[src/rtl/core/assert_macros.svh]
// Assertion helpers shared by the RTL. Define NO_ASSERTIONS to drop them.
`ifndef ASSERT_MACROS_SVH
`define ASSERT_MACROS_SVH
`ifndef NO_ASSERTIONS
// The property must hold at every clock edge outside reset.
`define ASSERT_AT(lbl, clk, rstn, prop) \
  lbl: assert property (@(posedge clk) disable iff (!rstn) prop) \
    else $error("assertion failed");
// The expression must never be true outside reset.
`define ASSERT_NEVER(lbl, clk, rstn, expr) \
  lbl: assert property (@(posedge clk) disable iff (!rstn) !(expr)) \
    else $error("forbidden condition seen");
`else
`define ASSERT_AT(lbl, clk, rstn, prop)
`define ASSERT_NEVER(lbl, clk, rstn, expr)
`endif
`endif

[src/rtl/core/mdr_pkg.sv]
package mdr_pkg;

  localparam int MAX_ROWS  = 64;
  localparam int MAX_COLS  = 64;
  localparam int DATA_W    = 64;
  localparam int IDX_W     = 6;
  localparam int SZ_W      = 7;
  localparam int DIV_W     = IDX_W + 1;
  localparam int CNT_W     = $clog2(DIV_W);
  localparam int ROW_W     = $clog2(MAX_ROWS);
  localparam int COL_W     = $clog2(MAX_COLS);
  localparam int MEM_DEPTH = MAX_ROWS * MAX_COLS;
  localparam int ADDR_W    = $clog2(MEM_DEPTH);
  localparam int IN_DATA_W = 88;

  localparam logic CMD_LOAD = 1'b0;
  localparam logic CMD_READ = 1'b1;

  localparam logic REG_NUM_ROWS = 1'b0;
  localparam logic REG_NUM_COLS = 1'b1;

  typedef struct packed {
    logic             start;
    logic [DIV_W-1:0] dividend;
    logic [SZ_W-1:0]  divisor;
  } mdr_mod_req_t;

  typedef struct packed {
    logic            busy;
    logic            done;
    logic [SZ_W-1:0] rem;
  } mdr_mod_rsp_t;

  // A size of zero behaves as one, a size above the maximum as the maximum.
  function automatic logic [SZ_W-1:0] clamp_size(logic [SZ_W-1:0] v, logic [SZ_W-1:0] max);
    logic [SZ_W-1:0] r;
    r = v;
    if (v == '0) begin
      r = SZ_W'(1);
    end else if (v > max) begin
      r = max;
    end
    return r;
  endfunction

endpackage

[src/rtl/core/mdr_modulo.sv]
`include "assert_macros.svh"

// Restoring remainder unit: one dividend bit per cycle, MSB first.
module mdr_modulo
  import mdr_pkg::*;
(
  input  logic         clk_i,
  input  logic         rst_ni,
  input  mdr_mod_req_t req_i,
  output mdr_mod_rsp_t rsp_o
);

  logic             busy_q, busy_d;
  logic             done_q, done_d;
  logic [CNT_W-1:0] cnt_q, cnt_d;
  logic [SZ_W-1:0]  rem_q, rem_d;
  logic [DIV_W-1:0] dvd_q, dvd_d;
  logic [SZ_W-1:0]  dvs_q, dvs_d;
  logic [DIV_W-1:0] trial;

  assign trial = {rem_q[DIV_W-2:0], dvd_q[DIV_W-1]};

  always_comb begin
    busy_d = busy_q;
    done_d = 1'b0;
    cnt_d  = cnt_q;
    rem_d  = rem_q;
    dvd_d  = dvd_q;
    dvs_d  = dvs_q;
    if (req_i.start && !busy_q) begin
      busy_d = 1'b1;
      cnt_d  = '0;
      rem_d  = '0;
      dvd_d  = req_i.dividend;
      dvs_d  = req_i.divisor;
    end else if (busy_q) begin
      if (SZ_W'(trial) >= dvs_q) begin
        rem_d = SZ_W'(trial) - dvs_q;
      end else begin
        rem_d = SZ_W'(trial);
      end
      dvd_d = {dvd_q[DIV_W-2:0], 1'b0};
      cnt_d = cnt_q + CNT_W'(1);
      if (cnt_q == CNT_W'(DIV_W - 1)) begin
        busy_d = 1'b0;
        done_d = 1'b1;
      end
    end
  end

  always_ff @(posedge clk_i or negedge rst_ni) begin
    if (!rst_ni) begin
      busy_q <= 1'b0;
      done_q <= 1'b0;
      cnt_q  <= '0;
    end else begin
      busy_q <= busy_d;
      done_q <= done_d;
      cnt_q  <= cnt_d;
    end
  end

  always_ff @(posedge clk_i) begin
    rem_q <= rem_d;
    dvd_q <= dvd_d;
    dvs_q <= dvs_d;
  end

  assign rsp_o.busy = busy_q;
  assign rsp_o.done = done_q;
  assign rsp_o.rem  = rem_q;

  `ASSERT_AT(a_rem_below_divisor, clk_i, rst_ni, done_q |-> (rem_q < dvs_q))
  `ASSERT_NEVER(a_done_while_busy, clk_i, rst_ni, done_q && busy_q)

endmodule

[config.mk]
export PLATFORM = sky130hd
export DESIGN_NAME = mdr_modulo
export DESIGN_NICKNAME = d
export VERILOG_FILES = /design/src/rtl/core/mdr_pkg.sv /design/src/rtl/core/mdr_modulo.sv
export VERILOG_INCLUDE_DIRS = /design/src /design/src/rtl/core
export SDC_FILE = /design/constraint.sdc
export NUM_CORES = 1
export LEC_CHECK = 0
export BUFFER_PORTS_ARGS = -buffer_cell sky130_fd_sc_hd__clkbuf_2
export CAP_MARGIN = 20
export CORE_MARGIN = 3
export CORE_UTILIZATION = 50
export CTS_CLUSTER_SIZE = 8
export DETAILED_ROUTE_END_ITERATION = 6
export PLACE_DENSITY_LB_ADDON = 0.2
export SLEW_MARGIN = 20
export SYNTH_ARGS = -nofsm -noshare
export SYNTH_HDL_FRONTEND = slang
export SYNTH_SLANG_ARGS = --single-unit
export TNS_END_PERCENT = 10
[constraint.sdc]
create_clock -name clk_i -period 3.95 [get_ports clk_i]
set_input_delay 0.1975 -clock clk_i [delete_from_list [all_inputs] [get_ports clk_i]]
set_output_delay 0.1975 -clock clk_i [all_outputs]
set_load 0.01 [all_outputs]
# Word-level counts from Yosys, hierarchy flattened
# Index checks and enable logic that the tools add are counted.
# Widths: inputs -> output; s select.
# word_totals
out_inout_bits,9
wordCells,24
register_bits,26
input_bits,17
# op_classes
eq_ne,1
muxes,11
n_reduce_logical,3
add_sub_neg,2
magnitude_cmp,1
# ops
operator,count
$mux 7,3
$ge 7x7->1,1
$sub 7x7->7,1
$mux 1,6
$mux 3,2
$add 3x1->3 const B,1
$eq 3x3->1 const B,1
$reduce_bool 2->1,1
$logic_and 1x1->1,1
$logic_not 1->1,1

# Depth between registers and ports, before layout
# depth
ltp_word,4
ltp_mapped,8
depth_no_buf,8

# Worst setup path after synthesis
# OpenSTA, ideal clock, no wires.
# synth_path
path_kind,register to register
startpoint,reg dvd_q[6]
endpoint,reg rem_q[6]
synth_period_minus_slack_ns,1.931
arrival_ns,1.849
setup_time_ns,0.082
required_time_ns,3.868
setup_slack_ns,2.019
stages_incl_launch_ff,9
n_path_buf,0
cell_sequence,edfxtp_1 inv_1 ha_1 fa_1 nand2b_1 a2111o_1 o311ai_0 nand3_1 o221ai_1
# synth_via
elab_chain_len,2
word_cells_on_any_way,3
classes_between,1 x add/sub; 1 x order compare; 1 x mux
# synth_rtl
item,line_no,text
from (decl),mdr_modulo.sv:17,"logic [DIV_W-1:0] dvd_q, dvd_d;"
from (signal assigned),mdr_modulo.sv:65,dvd_q <= dvd_d;
$sub 7x7->7 / $ge 7x7->1 (equally long branches),"mdr_modulo.sv:38, mdr_modulo.sv:37",
$mux 7 *,mdr_modulo.sv:37,if (SZ_W'(trial) >= dvs_q) begin
to (signal assigned),mdr_modulo.sv:64,rem_q <= rem_d;
to (decl),mdr_modulo.sv:16,"logic [SZ_W-1:0] rem_q, rem_d;"
# Every way passes the cells marked *; elsewhere a longest branch is shown, timed or not.
# A chain may end at the register's enable or synchronous reset.

# Worst setup path in the final report
# Same ends and word-level chain as after synthesis.

==> impl_metrics.py <==
metrics = {
    "run_status": {
        "status": "finished, final reports clean",
    },
    "cts": {
        "cts_tree": "done",
        "cts_sinks": 26,
        "cts-root-buf": "clkbuf_4",
        "cts_max_level": 1,
        "cts_resized": 0,
        "cts_buffers": 3,
        "cts_buffer_depth": 2,
        "insertion_delay_ns": 0.32,
        "clkTransAtPathRegs_ns": 0.13,
    },
    "die": {
        "die_y_um": 60.7,
        "die_x_um": 60.7,
        "start_util": 0.533,
        "row_count": 19,
        "coreArea_um2": 2810,
        "io_pins": 26,
        "die_area_um2": 3680,
    },
    "setup_path": {
        "reg2reg_slack_ns": 1.86,
        "crit_required_ns": 4.20,
        "slowest_delay_ns": 0.41,
        "start_kind": "flop",
        "end_kind": "flop",
        "cp_top_family": "compound AO/OA/AOI/OAI gates",
        "path_cells": "inv_1 -> ha_1 -> fa_1 -> nand2b_1 -> a2111o_1 -> o311ai_0 -> nand3_1 -> o221ai_1",
        "rr_worst_depth": 8,
        "reg2reg_to": "rem_q[6]$_SDFFE_PP0P_",
        "crit_type": "flop to flop",
        "critPathMaxFanout": 3,
        "crit_slowest_cell": "fa_1",
        "cp.arrival_ns": 2.34,
        "critPathBufInv": 1,
        "timing.rr.start": "dvd_q[6]$_DFFE_PP_",
    },
    "min_path": {
        "min-delay-start": "req_i[2]",
        "holdPathEnd": "dvs_q[2]$_DFFE_PP_",
        "whs_path_depth": 1,
        "hold_path.class": "input pin to flop",
    },
    "grt": {
        "grt_pass1_wl_mm": 4.80,
        "overflow": 0,
        "grt_usage": 0.179,
        "antenna_found_initial": 0,
        "grt_max_degree": 16,
        "grt_pass1_vias": 1056,
    },
    "layout": {
        "final_cell_mix": "clkbuf_2 (25), nand2_1 (16), inv_1 (14), edfxtp_1 (14), ha_1 (9)",
        "fin_cells": 192,
        "final_area_um2": 1640,
        "diodes": 0,
        "multi_input_area_um2": 699,
        "fill_cells": 267,
        "regArea_um2": 686,
        "finalNetCount": 189,
        "mostFrequentLayoutCell": "clkbuf_2",
        "layout-drive-gt1-share": 0.261,
        "final_util": 0.584,
        "synthToLayoutAreaGrowth_pct": 9.54,
    },
    "power_and_ir_drop": {
        "power_density_nw_per_um2": 795,
        "power_mw": 1.30,
        "max-vdd-ir-drop_mv": 0.354,
        "p_leak_nw": 0.713,
    },
    "drt": {
        "ant_nets": 0,
        "wl_mm": 2.85,
        "detail_route.wl_per_cell_um": 14.8,
        "drc": 0,
        "vias": 1075,
        "detail_route.vias_per_cell": 5.60,
        "drt_iter0_drc": 70,
        "drt-pass1-iter-count": 4,
    },
    "synthesis": {
        "synth-seq-area-share": 0.459,
        "synthTopCellsByArea": "edfxtp_1 (28%), dfxtp_1 (9.4%), dfrtp_1 (8.4%), ha_1 (7.5%), mux2_2 (4.5%)",
        "syn-cell-area_um2": 1500,
        "yosys.cell_types.count": 41,
        "synth_ff_type": "edfxtp_1",
        "yosysTopAreaCellShare": 0.281,
        "ys_ff_latch": 26,
        "syn_inst": 138,
        "syn_avg_cell_area_um2": 10.8,
        "synthArstFlopShare": 0.192,
        "synth_edf_count": 14,
        "synth_top_cell_by_area": "edfxtp_1",
        "synth.yosys.warnings": 0,
        "synth_nets": 165,
    },
    "timing": {
        "fmax_mhz": 479,
        "skew_ns": 0.00347,
        "whs_ns": 0.0423,
        "tns_ns": 0,
        "setup_viol": 0,
        "period_minus_slack_ns": 2.09,
        "hold_viol_final": 0,
        "worst_pin_slew_ns": 0.763,
        "slew_viol_final": 0,
        "maxSlewHeadroom": 0.489,
        "timing.final.crit_share": 0.529,
        "rsz0062_at_grt": "no",
        "fin_ws_ns": 1.86,
    },
    "placement": {
        "io_buffers": 25,
        "post-place-ws_ns": 1.78,
        "place_congestion": 0.895,
        "hpwlAfterDp_mm": 2.25,
        "dpl-instance-area_um2": 1600,
        "place_inst": 187,
    },
    "run": {
        "drv_cap": 0,
    },
}
-- worst reg2reg max path, delay by kind of cell (launching register included) --
| kind | cells | cell delay (ns) |
|---|---|---|
| flip-flops | 1 | 0.35 |
| buffers and inverters | 1 | 0.07 |
| AO/OA/AOI/OAI | 3 | 0.65 |
| adder cells (fa/ha/maj) | 2 | 0.64 |
| AND/OR/NAND/NOR | 2 | 0.31 |
-- state kept, by name (all words and copies together), names as in the netlist --
register  flops
rem_q         7
dvs_q         7
done_q        1
busy_q        1
cnt_q         3
dvd_q         7
-- cells in the mapped netlist (2+ instances only) --
master and instances:
nor2b_1 3, inv_1 14, nand2b_1 4, clkbuf_1 2, o311ai_4 2, nand4b_1 2
buf_4 2, nor3b_1 2, nand4_1 3, ha_1 9, a21oi_1 5, o21ai_0 6
nand3_1 2, a2111o_1 2, nand2_1 16, mux2_2 6, edfxtp_1 14, xnor2_1 3
o221ai_1 2, nor2_1 7, dfrtp_1 5, dfxtp_1 7, o211ai_1 2
-- report_power, final --
group          internal (mW)  switching, mW
Clock                 0.0396         0.0741
Sequential             0.404         0.0849
Combinational          0.315          0.385
Total                  0.759          0.544
-- timing repair --
item | 4_1_cts | 5_1_grt
hold buffers | 1 | 0
setup buffers | 0 | 0
endpoints found under the hold margin | 5 | 0
endpoints found under the setup margin | 0 | 0
-- final cells by class --
cell class,instances,share of cell area
multi-input cells,91,0.427
repair buffers,26,0.0825
flip-flops and latches,26,0.419
well taps,31,0.0237
clock buffers,4,0.0160
inverters,14,0.0321
-- cells by family (layout without fill, tap and decap cells) --
kind of cell,after synthesis,after routing,share of synthesized area
AOI/OAI and AO/OA,27,27,0.157
xor gates and xnor gates,4,4,0.0234
adders and majority gates,10,10,0.0887
buffers and inverters,21,44,0.0753
DFF,26,26,0.459
muxes,6,6,0.0452
and+or+nand+nor,44,44,0.151
-- metal layers --
metal  part of all wire  track usage  routed length [um]
met4              0.017       0.0743                  48
met5                  0            0                   0
met1               0.44        0.241                1260
met2               0.51        0.290                1450
met3              0.030       0.0255                  84
-- how the worst max path moves through the flow --
stage                        from                     to  slack (ns)  cells after the start
4_1_cts          busy_q$_DFF_PN0_     dvd_q[1]$_DFFE_PP_        1.77                      2
3_5_place_dp     busy_q$_DFF_PN0_     dvd_q[1]$_DFFE_PP_        1.78                      2
2_1_floorplan  dvd_q[6]$_DFFE_PP_  rem_q[6]$_SDFFE_PP0P_        2.02                      8
5_1_grt        dvd_q[6]$_DFFE_PP_  rem_q[6]$_SDFFE_PP0P_        1.72                      8
6_report       dvd_q[6]$_DFFE_PP_  rem_q[6]$_SDFFE_PP0P_        1.86                      8
3_3_place_gp     busy_q$_DFF_PN0_     dvd_q[6]$_DFFE_PP_        1.90                      2
Power figures use the tool's default switching activity.
